$ cat config.mk
export PLATFORM = sky130hd
export DESIGN_NAME = rc4_stream_cipher_flat
export DESIGN_NICKNAME = d
export VERILOG_FILES = /design/src/hw/rtl/rc4sc_pkg.sv /design/src/hw/rtl/rc4sc_in_if.sv /design/src/hw/rtl/rc4sc_out_if.sv /design/src/hw/rtl/rc4sc_ram.sv /design/src/hw/rtl/rc4_stream_cipher.sv /design/src/flat_wrapper.sv
export SDC_FILE = /design/constraint.sdc
export NUM_CORES = 2
export LEC_CHECK = 0
export BUFFER_PORTS_ARGS = -buffer_cell sky130_fd_sc_hd__clkbuf_2
export CORE_UTILIZATION = 40
export DETAILED_ROUTE_END_ITERATION = 7
export GPL_ROUTABILITY_DRIVEN = 1
export PLACE_DENSITY = 0.59
export SYNTH_ARGS = -nofsm -noshare
export SYNTH_HDL_FRONTEND = slang
export SYNTH_SLANG_ARGS = --single-unit
$ cat constraint.sdc
create_clock -name i_clk -period 11.4 [get_ports i_clk]
set_input_delay 1.71 -clock i_clk [delete_from_list [all_inputs] [get_ports i_clk]]
set_output_delay 1.71 -clock i_clk [all_outputs]
set_load 0.01 [all_outputs]
$ cat src/hw/rtl/rc4sc_pkg.sv
// rc4sc_pkg: shared constants, codes and helpers of the rc4 cipher engine
// no dependencies; used by the interfaces, the engine and its checker
package rc4sc_pkg;

    // key storage
    localparam int MAX_KEY_BYTES = 16;
    localparam int KEY_LEN_W     = 5;
    localparam int KEY_WORD_W    = 64;
    localparam int KPOS_W        = (MAX_KEY_BYTES > 1) ? $clog2(MAX_KEY_BYTES) : 1;

    // permutation table
    localparam int PERM_W     = 8;
    localparam int PERM_DEPTH = 256;
    localparam int PERM_AW    = $clog2(PERM_DEPTH);

    // request payload
    localparam int DATA_W = 8;

    // configuration port
    localparam int CFG_IDX_W = 2;

    typedef enum logic [CFG_IDX_W-1:0] {
        CFG_KEY_LEN  = 2'd0,
        CFG_KEY_LOW  = 2'd1,
        CFG_KEY_HIGH = 2'd2
    } t_cfg_idx;

    typedef enum logic {
        FUNC_REKEY = 1'b0,
        FUNC_CRYPT = 1'b1
    } t_func;

    // key length with zero taken as one and saturation at the key store size
    function automatic logic [KEY_LEN_W-1:0] eff_key_len(input logic [KEY_LEN_W-1:0] len);
        logic [KEY_LEN_W-1:0] res;
        res = len;
        if (len == '0) begin
            res = KEY_LEN_W'(1);
        end
        if (len > KEY_LEN_W'(MAX_KEY_BYTES)) begin
            res = KEY_LEN_W'(MAX_KEY_BYTES);
        end
        return res;
    endfunction

endpackage

$ cat src/hw/rtl/rc4sc_in_if.sv
// rc4sc_in_if: request channel of the rc4 engine (func, data byte)
// depends on rc4sc_pkg
interface rc4sc_in_if;
    import rc4sc_pkg::*;

    logic                valid;
    logic                ready;
    logic                func;
    logic [DATA_W-1:0]   data_in;

    modport source (output valid, output func, output data_in, input ready);
    modport sink   (input valid, input func, input data_in, output ready);
endinterface

$ cat src/hw/rtl/rc4sc_out_if.sv
// rc4sc_out_if: result channel of the rc4 engine (data byte, rekey flag)
// depends on rc4sc_pkg
interface rc4sc_out_if;
    import rc4sc_pkg::*;

    logic                valid;
    logic                ready;
    logic [DATA_W-1:0]   data_out;
    logic                rekey_done;

    modport source (output valid, output data_out, output rekey_done, input ready);
    modport sink   (input valid, input data_out, input rekey_done, output ready);
endinterface

$ cat src/hw/rtl/rc4sc_ram.sv
// rc4sc_ram: generic single write, single read ram with registered read data
// no dependencies
module rc4sc_ram #(
    parameter int WIDTH = 8,
    parameter int DEPTH = 256
) (
    input  logic                     i_clk,
    input  logic                     i_we,
    input  logic [$clog2(DEPTH)-1:0] i_waddr,
    input  logic [WIDTH-1:0]         i_wdata,
    input  logic [$clog2(DEPTH)-1:0] i_raddr,
    output logic [WIDTH-1:0]         o_rdata
);
    logic [WIDTH-1:0] r_mem [DEPTH];
    logic [WIDTH-1:0] r_rdata;

    // write port
    always_ff @(posedge i_clk) begin
        if (i_we) begin
            r_mem[i_waddr] <= i_wdata;
        end
    end

    // registered read port
    always_ff @(posedge i_clk) begin
        r_rdata <= r_mem[i_raddr];
    end

    assign o_rdata = r_rdata;
endmodule

$ cat src/hw/rtl/rc4_stream_cipher.sv
// rc4_stream_cipher: rc4 key schedule and keystream engine, permutation in one ram
// crypt: a request runs through S_CR_A, S_CR_B and S_CR_C to its result register;
// the next is taken only back in idle, set by the single read port of the ram
// rekey: identity load of all 256 entries, then one swap per entry, S_KS_RD to S_KS_W
// reset: synchronous, then an identity sweep of all 256 ram entries with ready low
// depends on rc4sc_pkg, rc4sc_in_if, rc4sc_out_if, rc4sc_ram
module rc4_stream_cipher (
    input  logic                                i_clk,
    input  logic                                i_rst_n,
    rc4sc_in_if.sink                            i_req,
    rc4sc_out_if.source                         o_rsp,
    input  logic                                i_cfg_we,
    input  logic [rc4sc_pkg::CFG_IDX_W-1:0]     i_cfg_idx,
    input  logic [rc4sc_pkg::KEY_WORD_W-1:0]    i_cfg_data
);
    import rc4sc_pkg::*;

    typedef enum logic [10:0] {
        S_INIT    = 11'b000_0000_0001,
        S_IDLE    = 11'b000_0000_0010,
        S_CR_A    = 11'b000_0000_0100,
        S_CR_B    = 11'b000_0000_1000,
        S_CR_C    = 11'b000_0001_0000,
        S_KS_LOAD = 11'b000_0010_0000,
        S_KS_RD   = 11'b000_0100_0000,
        S_KS_A    = 11'b000_1000_0000,
        S_KS_B    = 11'b001_0000_0000,
        S_KS_W    = 11'b010_0000_0000,
        S_PUT     = 11'b100_0000_0000
    } t_state;

    t_state                              r_state, n_state;
    logic [PERM_AW-1:0]                  r_i, n_i;
    logic [PERM_AW-1:0]                  r_j, n_j;
    logic [PERM_AW-1:0]                  r_n, n_n;
    logic [PERM_W-1:0]                   r_a, n_a;
    logic [PERM_W-1:0]                   r_b, n_b;
    logic [PERM_AW-1:0]                  r_t, n_t;
    logic [DATA_W-1:0]                   r_data, n_data;
    logic [KPOS_W-1:0]                   r_kpos, n_kpos;
    logic [DATA_W-1:0]                   r_res, n_res;
    logic                                r_res_done, n_res_done;

    logic [KEY_LEN_W-1:0]                r_key_len;
    logic [KEY_WORD_W-1:0]               r_key_low;
    logic [KEY_WORD_W-1:0]               r_key_high;

    logic                                r_ov;
    logic [DATA_W-1:0]                   r_od;
    logic                                r_odone;

    logic                                ram_we;
    logic [PERM_AW-1:0]                  ram_waddr;
    logic [PERM_W-1:0]                   ram_wdata;
    logic [PERM_AW-1:0]                  ram_raddr;
    logic [PERM_W-1:0]                   ram_rdata;

    logic                                accept;
    logic                                out_free;
    logic                                ld_out;
    logic [DATA_W-1:0]                   ld_data;
    logic                                ld_done;
    logic [MAX_KEY_BYTES-1:0][7:0]       key_all;
    logic [DATA_W-1:0]                   key_byte;
    logic [KEY_LEN_W-1:0]                key_len_eff;
    logic [PERM_AW-1:0]                  ks_sum;
    logic [PERM_W-1:0]                   ks_byte;

    // permutation table
    rc4sc_ram #(
        .WIDTH (PERM_W),
        .DEPTH (PERM_DEPTH)
    ) u_perm (
        .i_clk   (i_clk),
        .i_we    (ram_we),
        .i_waddr (ram_waddr),
        .i_wdata (ram_wdata),
        .i_raddr (ram_raddr),
        .o_rdata (ram_rdata)
    );

    // handshake
    assign i_req.ready = (r_state == S_IDLE);
    assign accept      = i_req.valid && i_req.ready;
    assign out_free    = !r_ov || o_rsp.ready;

    // key byte selection for the schedule
    assign key_all     = {r_key_high, r_key_low};
    assign key_byte    = key_all[r_kpos];
    assign key_len_eff = eff_key_len(r_key_len);
    assign ks_sum      = r_j + ram_rdata + key_byte;

    // keystream byte after the swap: the later write to j wins over i
    always_comb begin
        priority if (r_t == r_j) begin
            ks_byte = r_a;
        end else if (r_t == r_i) begin
            ks_byte = r_b;
        end else begin
            ks_byte = ram_rdata;
        end
    end

    // sequencer
    always_comb begin
        n_state    = r_state;
        n_i        = r_i;
        n_j        = r_j;
        n_n        = r_n;
        n_a        = r_a;
        n_b        = r_b;
        n_t        = r_t;
        n_data     = r_data;
        n_kpos     = r_kpos;
        n_res      = r_res;
        n_res_done = r_res_done;
        ram_we     = 1'b0;
        ram_waddr  = r_n;
        ram_wdata  = r_n;
        ram_raddr  = r_i + PERM_AW'(1);
        ld_out     = 1'b0;
        ld_data    = '0;
        ld_done    = 1'b0;

        unique case (r_state)
            S_INIT: begin
                ram_we = 1'b1;
                n_n    = r_n + PERM_AW'(1);
                if (r_n == PERM_AW'(PERM_DEPTH - 1)) begin
                    n_state = S_IDLE;
                end
            end
            S_IDLE: begin
                ram_raddr = r_i + PERM_AW'(1);
                if (accept) begin
                    n_data = i_req.data_in;
                    if (i_req.func == FUNC_CRYPT) begin
                        n_state = S_CR_A;
                    end else begin
                        n_n     = '0;
                        n_state = S_KS_LOAD;
                    end
                end
            end
            // a = perm[i+1], fetch perm[j+a]
            S_CR_A: begin
                n_a       = ram_rdata;
                n_i       = r_i + PERM_AW'(1);
                n_j       = r_j + ram_rdata;
                ram_raddr = r_j + ram_rdata;
                n_state   = S_CR_B;
            end
            // b arrives: write perm[i] = b, fetch perm[a+b]
            S_CR_B: begin
                n_b       = ram_rdata;
                ram_we    = 1'b1;
                ram_waddr = r_i;
                ram_wdata = ram_rdata;
                ram_raddr = r_a + ram_rdata;
                n_t       = r_a + ram_rdata;
                n_state   = S_CR_C;
            end
            // write perm[j] = a, produce the result
            S_CR_C: begin
                ram_we     = 1'b1;
                ram_waddr  = r_j;
                ram_wdata  = r_a;
                n_res      = ks_byte ^ r_data;
                n_res_done = 1'b0;
                if (out_free) begin
                    ld_out  = 1'b1;
                    ld_data = ks_byte ^ r_data;
                    ld_done = 1'b0;
                    n_state = S_IDLE;
                end else begin
                    n_state = S_PUT;
                end
            end
            // identity load before the swaps
            S_KS_LOAD: begin
                ram_we = 1'b1;
                n_n    = r_n + PERM_AW'(1);
                if (r_n == PERM_AW'(PERM_DEPTH - 1)) begin
                    n_j     = '0;
                    n_kpos  = '0;
                    n_state = S_KS_RD;
                end
            end
            S_KS_RD: begin
                ram_raddr = r_n;
                n_state   = S_KS_A;
            end
            // held = perm[n], j += held + key byte, fetch perm[j]
            S_KS_A: begin
                n_a       = ram_rdata;
                n_j       = ks_sum;
                ram_raddr = ks_sum;
                if ((KEY_LEN_W'(r_kpos) + KEY_LEN_W'(1)) >= key_len_eff) begin
                    n_kpos = '0;
                end else begin
                    n_kpos = r_kpos + KPOS_W'(1);
                end
                n_state = S_KS_B;
            end
            S_KS_B: begin
                ram_we    = 1'b1;
                ram_waddr = r_n;
                ram_wdata = ram_rdata;
                n_state   = S_KS_W;
            end
            S_KS_W: begin
                ram_we    = 1'b1;
                ram_waddr = r_j;
                ram_wdata = r_a;
                n_n       = r_n + PERM_AW'(1);
                if (r_n == PERM_AW'(PERM_DEPTH - 1)) begin
                    n_i        = '0;
                    n_j        = '0;
                    n_res      = '0;
                    n_res_done = 1'b1;
                    if (out_free) begin
                        ld_out  = 1'b1;
                        ld_data = '0;
                        ld_done = 1'b1;
                        n_state = S_IDLE;
                    end else begin
                        n_state = S_PUT;
                    end
                end else begin
                    n_state = S_KS_RD;
                end
            end
            // result waits for a free output register
            S_PUT: begin
                if (out_free) begin
                    ld_out  = 1'b1;
                    ld_data = r_res;
                    ld_done = r_res_done;
                    n_state = S_IDLE;
                end
            end
            default: begin
                n_state = S_INIT;
                n_n     = '0;
            end
        endcase
    end

    // control state
    always_ff @(posedge i_clk) begin
        if (!i_rst_n) begin
            r_state <= S_INIT;
            r_i     <= '0;
            r_j     <= '0;
            r_n     <= '0;
            r_kpos  <= '0;
            r_ov    <= 1'b0;
        end else begin
            r_state <= n_state;
            r_i     <= n_i;
            r_j     <= n_j;
            r_n     <= n_n;
            r_kpos  <= n_kpos;
            if (ld_out) begin
                r_ov <= 1'b1;
            end else if (o_rsp.ready) begin
                r_ov <= 1'b0;
            end
        end
    end

    // datapath registers
    always_ff @(posedge i_clk) begin
        r_a        <= n_a;
        r_b        <= n_b;
        r_t        <= n_t;
        r_data     <= n_data;
        r_res      <= n_res;
        r_res_done <= n_res_done;
        if (ld_out) begin
            r_od    <= ld_data;
            r_odone <= ld_done;
        end
    end

    // configuration registers
    always_ff @(posedge i_clk) begin
        if (!i_rst_n) begin
            r_key_len  <= KEY_LEN_W'(MAX_KEY_BYTES);
            r_key_low  <= '0;
            r_key_high <= '0;
        end else if (i_cfg_we) begin
            unique case (i_cfg_idx)
                CFG_KEY_LEN:  r_key_len  <= i_cfg_data[KEY_LEN_W-1:0];
                CFG_KEY_LOW:  r_key_low  <= i_cfg_data;
                CFG_KEY_HIGH: r_key_high <= i_cfg_data;
                default: begin
                end
            endcase
        end
    end

    assign o_rsp.valid      = r_ov;
    assign o_rsp.data_out   = r_od;
    assign o_rsp.rekey_done = r_odone;
endmodule

$ cat src/flat_wrapper.sv
// flat-port wrapper written by rule: the top's interface ports become plain ports
module rc4_stream_cipher_flat import rc4sc_pkg::*;
  (i_clk, i_rst_n, i_cfg_we, i_cfg_idx, i_cfg_data, i_req_valid, i_req_func, i_req_data_in, i_req_ready, o_rsp_valid, o_rsp_data_out, o_rsp_rekey_done, o_rsp_ready);
  rc4sc_in_if i_req_i ();
  rc4sc_out_if o_rsp_i ();
  input  logic i_clk;
  input  logic i_rst_n;
  input  logic i_cfg_we;
  input  logic [rc4sc_pkg::CFG_IDX_W-1:0] i_cfg_idx;
  input  logic [rc4sc_pkg::KEY_WORD_W-1:0] i_cfg_data;
  input wire logic [$bits(i_req_i.valid)-1:0] i_req_valid;
  input wire logic [$bits(i_req_i.func)-1:0] i_req_func;
  input wire logic [$bits(i_req_i.data_in)-1:0] i_req_data_in;
  output wire logic [$bits(i_req_i.ready)-1:0] i_req_ready;
  output wire logic [$bits(o_rsp_i.valid)-1:0] o_rsp_valid;
  output wire logic [$bits(o_rsp_i.data_out)-1:0] o_rsp_data_out;
  output wire logic [$bits(o_rsp_i.rekey_done)-1:0] o_rsp_rekey_done;
  input wire logic [$bits(o_rsp_i.ready)-1:0] o_rsp_ready;
  assign i_req_i.valid = i_req_valid;
  assign i_req_i.func = i_req_func;
  assign i_req_i.data_in = i_req_data_in;
  assign i_req_ready = i_req_i.ready;
  assign o_rsp_valid = o_rsp_i.valid;
  assign o_rsp_data_out = o_rsp_i.data_out;
  assign o_rsp_rekey_done = o_rsp_i.rekey_done;
  assign o_rsp_i.ready = o_rsp_ready;
  rc4_stream_cipher u_core (.i_clk(i_clk), .i_rst_n(i_rst_n), .i_req(i_req_i), .o_rsp(o_rsp_i), .i_cfg_we(i_cfg_we), .i_cfg_idx(i_cfg_idx), .i_cfg_data(i_cfg_data));
endmodule
Yosys cells after proc, flatten, opt, wreduce, memory -nomap -nowiden
Memories as Yosys holds them, arrays and structs flattened. A register that Yosys moved wholly into a read port is not among the register bits.
Index checks and enable logic that the tools add are counted.
{"block": "totals", "elab_cells": 123, "output_inout_bits": 11, "ram_bits": 2048, "reg_bits": 223, "mem_count": 1, "inputBits": 80}
{"block": "op_classes", "mux": 42, "n_reduce_logical": 28, "addsub": 7, "eq_ne": 23, "n_lt_le_gt_ge": 3, "bitwise": 2}
{"memory": "u_core.u_perm.r_mem", "depth": 256, "word_bits": 8, "rd": 1, "rd_ports_with_merged_regs": 1, "wr": 1, "line": "rc4sc_ram.sv:14", "rtl": "logic [WIDTH-1:0] r_mem [DEPTH];"}
{"cell": "one-hot mux 11 bit (11 select lines)", "n": 1}
{"cell": "one-hot mux 8 bit (2 select lines)", "n": 5}
{"cell": "two-way mux 11 bit", "n": 6}
{"cell": "two-way mux 8 bit", "n": 8}
{"cell": "one-hot mux 8 bit (3 select lines)", "n": 2}
{"cell": "binary-select mux 8 bit (select 4 bit)", "n": 1}
{"cell": "one-hot mux 8 bit (4 select lines)", "n": 1}
{"cell": "adder 8 bit", "n": 3}
{"cell": "adder 8 x 1 -> 8 bit (second input constant)", "n": 2}
{"cell": "equality test 8 bit", "n": 2}
{"cell": "AND reduction 2 bit", "n": 8}
{"cell": "equality test 11 x 1 -> 1 bit (second input constant)", "n": 1}
{"cell": "equality test 11 x 10 -> 1 bit (second input constant)", "n": 1}
{"cell": "equality test 11 bit (second input constant)", "n": 1}
{"cell": "equality test 11 x 2 -> 1 bit (second input constant)", "n": 1}
{"cell": "equality test 11 x 3 -> 1 bit (second input constant)", "n": 1}
{"cell": "equality test 11 x 4 -> 1 bit (second input constant)", "n": 1}
{"cell": "equality test 11 x 5 -> 1 bit (second input constant)", "n": 1}
{"cell": "equality test 11 x 6 -> 1 bit (second input constant)", "n": 1}
{"cell": "equality test 11 x 7 -> 1 bit (second input constant)", "n": 1}
{"cell": "equality test 11 x 8 -> 1 bit (second input constant)", "n": 1}
{"cell": "equality test 11 x 9 -> 1 bit (second input constant)", "n": 1}
{"cell": "two-way mux 5 bit", "n": 2}
{"cell": "inequality test 2 x 1 -> 1 bit (second input constant)", "n": 5}
{"cell": "other kinds (29)", "n": 48}

Depth between registers and ports, before layout
{"block": "depth", "word_depth": 6, "depth_mapped": 21, "depth_no_buf": 19}

Cells and area by module
From an unflattened synthesis, not the netlist that was laid out.
{"block": "hier_totals", "cells_unflattened": 4987, "hier_area_um2": 90675.7}
{"module": "rc4sc_ram", "seq_area_each_um2": 61659.1, "n_inst": 1, "area_per_inst_um2": 79556.3, "cells_per_inst": 3733}
{"module": "rc4_stream_cipher", "seq_area_each_um2": 4964.8, "n_inst": 1, "area_per_inst_um2": 11119.4, "cells_per_inst": 1254}

Worst setup path after synthesis
OpenSTA, ideal clock, no wires.
{"block": "synth_path", "path_kind": "flip-flop to flip-flop", "startpoint": "register u_core.r_state[2]", "endpoint": "memory u_core.u_perm.r_mem[0][0] (data pin)", "required_time_ns": 10.578, "setup_ns": 0.822, "t_arrival_ns": 5.314, "synth_period_minus_slack_ns": 6.136, "slack_ns": 5.264, "path_stages_with_launch": 9, "path_buffers": 2, "path_cell_list": "dfxtp_1 > buf_2 > nor4_1 > nand2_1 > or4b_2 > nand2_1 > clkbuf_1 > a22oi_1 > nand2_1"}
{"block": "synth_via", "elab_chain_cells": 3, "word_cells_on_any_way": 7, "classes_between": "4 x eq/ne; 1 x mux; 2 x reduce/logical"}
{"element": "start, declared", "line": "rc4_stream_cipher.sv:32", "rtl": "t_state r_state, n_state;"}
{"element": "start signal, assigned", "line": "rc4_stream_cipher.sv:259", "rtl": "r_state <= n_state;"}
{"element": "equality test 11 x 5 -> 1 bit (tied with other cells)", "line": "rc4_stream_cipher.sv:125", "rtl": "unique case (r_state)"}
{"element": "OR reduction 2 bit (no line)"}
{"element": "one-hot mux 8 bit (2 select lines) (*)", "line": "rc4_stream_cipher.sv:125"}
{"element": "via u_core.ram_wdata[0]", "line": "rc4_stream_cipher.sv:54", "rtl": "logic [PERM_W-1:0] ram_wdata;"}
{"element": "end, declared", "line": "rc4sc_ram.sv:14"}
The timed path passes the listed nets; every way through them passes the cells marked *.

Worst setup path after layout
{"block": "layout_path", "startpoint": "register u_core.r_kpos[0]", "endpoint": "register u_core.u_perm.r_rdata[2] (netlist: u_core.u_perm.o_rdata[2]) (read register of u_core.u_perm.r_mem)"}
{"block": "layout_via", "elab_chain_cells": 4}
{"element": "start, declared", "line": "rc4_stream_cipher.sv:40", "rtl": "logic [KPOS_W-1:0] r_kpos, n_kpos;"}
{"element": "start signal, assigned", "line": "rc4_stream_cipher.sv:263", "rtl": "r_kpos <= n_kpos;"}
{"element": "binary-select mux 8 bit (select 4 bit)", "line": "rc4_stream_cipher.sv:89", "rtl": "assign key_byte = key_all[r_kpos];"}
{"element": "two-way mux 8 bit (implied by the code)", "line": "rc4_stream_cipher.sv:89"}
{"element": "adder 8 bit", "line": "rc4_stream_cipher.sv:91", "rtl": "assign ks_sum = r_j + ram_rdata + key_byte;"}
{"element": "one-hot mux 8 bit (4 select lines)", "line": "rc4_stream_cipher.sv:125"}
{"element": "end, declared", "line": "rc4sc_ram.sv:15", "rtl": "logic [WIDTH-1:0] r_rdata;"}
No other way between the ends. The select of a mux whose other input is x is not followed.
A chain may end at the register's enable or synchronous reset.

==> parameters.txt <==
Parameter                              Value

Global routing
  Via count of the first global-routing pass    55.3k
  Maximum number of pins on one net before global-route repair    216
  GR Overflow Total    0
  Antenna violations before repair    14
  Total GRT Usage    0.222
  First-pass GRT wire length    386,000 um

Synth
  Mean area per synthesized cell    13.6 um2
  Leading cell type by number of instances after synthesis    edfxtp_1
  Number of flops mapped to enable cells by yosys    2,098
  FFs w/ async S/R, synth    0
  Post-synthesis cell count    6,806
  Most frequently used flop master after synthesis    edfxtp_1
  Sequential cell area fraction in the yosys report    0.717
  Share of Yosys cell area claimed by the top area cell type    0.678
  Cell taking the most area after synthesis    edfxtp_1
  Most numerous cell types in the synthesized netlist    2,098 x edfxtp_1, 1,412 x nand2_1, 543 x a21oi_1
  Number of different library cells in the post-synthesis netlist    79
  Total nets after synthesis    6,918
  Post-Syn Area    0.0929 mm2
  Synthesized flop and latch total    2,279
  Ys Warns    0
  Top cells by area in the synthesized netlist    edfxtp_1 68%, nand2_1 5.7%, mux2i_1 5.5%, dfxtp_1 3.9%, a21oi_1 2.9%

Die
  Top Ports    91
  DIE HEIGHT    484 um
  Initial Utilization    0.403
  Die width    484 um
  Number of placement rows    176
  Core footprint    0.230 mm2
  Total die area    0.234 mm2

Power
  Reported leakage power    0.0318 uW
  PD cells    171 mW/mm2
  Peak ir drop on the vdd network    186 uV

CTS
  TritonCTS sink count    2,279
  Number of post-CTS setup repair buffers    0
  CTS Buffer Depth    3
  CTS tree    done
  Resize count post-CTS    0
  Number of buffers created by CTS    230
  Worst-skew pair later-pin latency    880 ps
  CTS Hold Buffers Added    0
  CTS H-tree lvls    4
  Clock-pin slew on the worst setup and hold paths    about 60 ps
  Clock root buffer master    clkbuf_16

Setup path
  Arr. time, crit path    roughly 8300 ps
  Critical Path Start    u_core.r_kpos[0]
  R2r startpoint    u_core.r_kpos[0]
  Kind of capture point of the worst setup path    flip-flop
  Register-to-register setup slack    slightly below 4000 ps
  Timing endpoint of the critical path    u_core.u_perm.o_rdata[2]
  Endpoint required time on the critical path    12,220 ps
  Max FO, Critical Path    ~110
  Worst reg2reg path endpoint    u_core.u_perm.o_rdata[2]
  Kind of launch point of the worst setup path    flip-flop
  Worst Reg-to-Reg Cells    16
  Worst setup path category    flip-flop to flip-flop
  Slowest-stage cell, CP    o21ai_0
  Highest cell delay on the worst timing path    1040 ps
  Sequence of cells on the critical path    buf_4 -> mux4_2 -> mux4_2 -> fa_1 -> xnor2_1 -> nor4_1 -> o21a_1 -> or4_1 -> and2_4 -> buf_12 -> a21oi_1 -> nor4_1 -> nor3_1 -> nor3_1 -> o21ai_0 -> and4b_1

Outcome
  Result of the run    complete, but fails checks
  Violated checks    max-capacitance violations

Drt
  First-pass iteration count of the detailed router    5
  Average wire per standard cell    26.4 um
  Avg Vias per Cell    5.72
  Antenna Nets Post-Route    0
  WL final    ~260,000 um
  Number of design rule violations left after detail routing    0
  Starting DRT DRC Count    just under 7k
  Via total after detailed routing    57.3k

Finish
  Ratio of cells with drive above 1 in the final layout    0.0846
  Signed area change from the synthesized netlist to the final layout    11.2%
  Total number of nets in the final design    6,909
  Area occupied by registers    0.0666 mm2
  Area of combinational cells with multiple inputs    0.0242 mm2
  Layout filler cell count    ~20k

Placed design
  Global placer's final weighted congestion    0.892
  Post-DP HPWL    about 160,000 um
  Number of buffer cells added on primary ports    90
  Worst Setup Slack post-DPL    between 4000 and 5000 ps

STA
  Maximum clock frequency    135 MHz
  Unrepaired setup endpoints after global routing    no
  Count of final hold-check violations    0
  Final critical-path required period    between 7000 and 8000 ps
  Actual slew at the worst max-slew pin    1460 ps
  Worst-case clock skew    between 40 and 50 ps
  Tcrit/Tclk final    0.652
  Final Slew Violations    0
  Worst relative slew slack    0.0110
  Number of setup violations in the final report    0
  Worst Setup Slack, final    3970 ps
  Final total negative setup slack    0 ps

Min path
  Type of the worst min-delay path    flip-flop to flip-flop

Run
  Number of max-capacitance violations reported    1
[critical path, delay by kind of cell (launching register included)]
kind	cells	cell delay [ps]
adder cells (fa/ha/maj)	1	450
XOR/XNOR	1	210
buffers and inverters	2	900
AO/OA/AOI/OAI	3	1560
multiplexers	2	1150
AND/OR/NAND/NOR	7	2480
flip-flops	1	400
[worst min-delay path by stage]
| stage | cells after the start | slack (ps) | startpoint | endpoint |
|---|---|---|---|---|
| floorplan | 2 | 440 | u_core.r_key_low[51] | u_core.r_key_low[51] |
| global placement | 2 | 450 | u_core.r_key_low[63] | u_core.r_key_low[63] |
| detailed placement | 2 | 460 | u_core.r_key_high[62] | u_core.r_key_high[62] |
| CTS | 2 | 470 | u_core.r_key_high[63] | u_core.r_key_high[63] |
| global route | 2 | 480 | u_core.r_key_high[51] | u_core.r_key_high[51] |
| finish | 2 | 460 | u_core.r_key_high[63] | u_core.r_key_high[63] |
[power breakdown]
part	leakage, uW	switching, uW	internal [uW]
clock network	0.00346	3190	4020
logic	0.00984	738	193
registers	0.0185	81.9	9390
total	0.0318	4010	13600
[flip-flops by register name, summed over array words and instances (netlist names)]
| name | cells |
|---|---|
| u_core.r_i | 8 |
| u_core.o_rsp.data_out | 8 |
| u_core.r_kpos | 4 |
| u_core.r_j | 8 |
| u_core.r_n | 8 |
| u_core.u_perm.o_rdata | 8 |
| u_core.r_key_len | 5 |
| u_core.r_b | 8 |
| u_core.r_t | 8 |
| u_core.u_perm.r_mem | 2048 |
| u_core.r_state | 11 |
| u_core.o_rsp.valid | 1 |
| u_core.r_key_high | 64 |
| u_core.r_key_low | 64 |
| u_core.o_rsp.rekey_done | 1 |
| u_core.r_res_done | 1 |
| u_core.r_res | 8 |
| u_core.r_data | 8 |
| u_core.r_a | 8 |
[per-layer routing]
layer,global-route usage,wire length (um),vias to the layer above
li1,-,-,25500
met1,0.308,111000,29000
met2,0.346,123000,2415
met3,0.0421,21400,458
met4,0.0791,9010,14
met5,0,92,-
[area by class of cell]
class	instances	share of cell area
Clock buffer	314	0.0605
Timing Repair Buffer	190	0.0139
Sequential cell	2279	0.645
Antenna cell	5	0.000121
Clock inverter	108	0.00842
Inverter	16	0.000582
Multi-Input combinational cell	4080	0.235
Tap cell	3026	0.0367
[per-stage QoR]
step / utilization / hold WS (ps) / total power [uW] / cell area [um2] / cells
after floorplan: - / 440 / 10100 / 92900 / 6806
after global placement: 0.417 / 448 / 10500 / 96100 / 9589
after detailed placement: 0.417 / 456 / 10600 / 96100 / 9590
after CTS: 0.448 / 465 / 17700 / 103000 / 10000
after global routing: 0.448 / 484 / 18100 / 103000 / 10000
final: 0.448 / 464 / 17600 / 103000 / 10000
[layout by cell type (no fill, tap or decap), types with 12 or more instances in the layout]
cell type / synthesis / layout
o41ai_1: 26 / 26
o21a_1: 15 / 15
nor2_1: 334 / 333
mux2i_1: 506 / 506
a21o_1: 13 / 13
inv_1: 15 / 15
dfxtp_1: 181 / 180
nand4_1: 30 / 30
edfxtp_1: 2098 / 2098
buf_12: 0 / 19
clkbuf_16: 0 / 234
and2_1: 38 / 32
nand2_1: 1412 / 1402
o21ai_0: 104 / 102
nand3_1: 61 / 61
xor2_1: 21 / 21
or4_1: 29 / 29
o22ai_1: 241 / 241
a22oi_1: 18 / 18
nor3_1: 45 / 44
clkinv_2: 0 / 31
o31ai_1: 12 / 12
xnor2_1: 32 / 32
nand3b_1: 15 / 15
nor4_1: 165 / 165
nor2b_1: 24 / 24
buf_4: 44 / 81
a21oi_1: 543 / 543
a21boi_0: 135 / 135
clkinv_1: 0 / 53
and3_1: 18 / 18
clkbuf_1: 184 / 71
ha_1: 29 / 29
mux4_2: 57 / 57
clkbuf_2: 0 / 89
[kinds of logic (layout without fill, tap and decap cells)]
logic type | Yosys count | count (layout) | share of synthesized area
flops | 2279 | 2279 | 0.717
simple gates | 2225 | 2225 | 0.103
compound gates | 1206 | 1206 | 0.0784
mux | 563 | 563 | 0.0683
buf+inv | 447 | 628 | 0.0231
xor+xnor | 54 | 54 | 0.00524
fa+ha+maj | 32 | 32 | 0.00455
other cells | 0 | 5 | 0
Power figures use the tool's default switching activity.
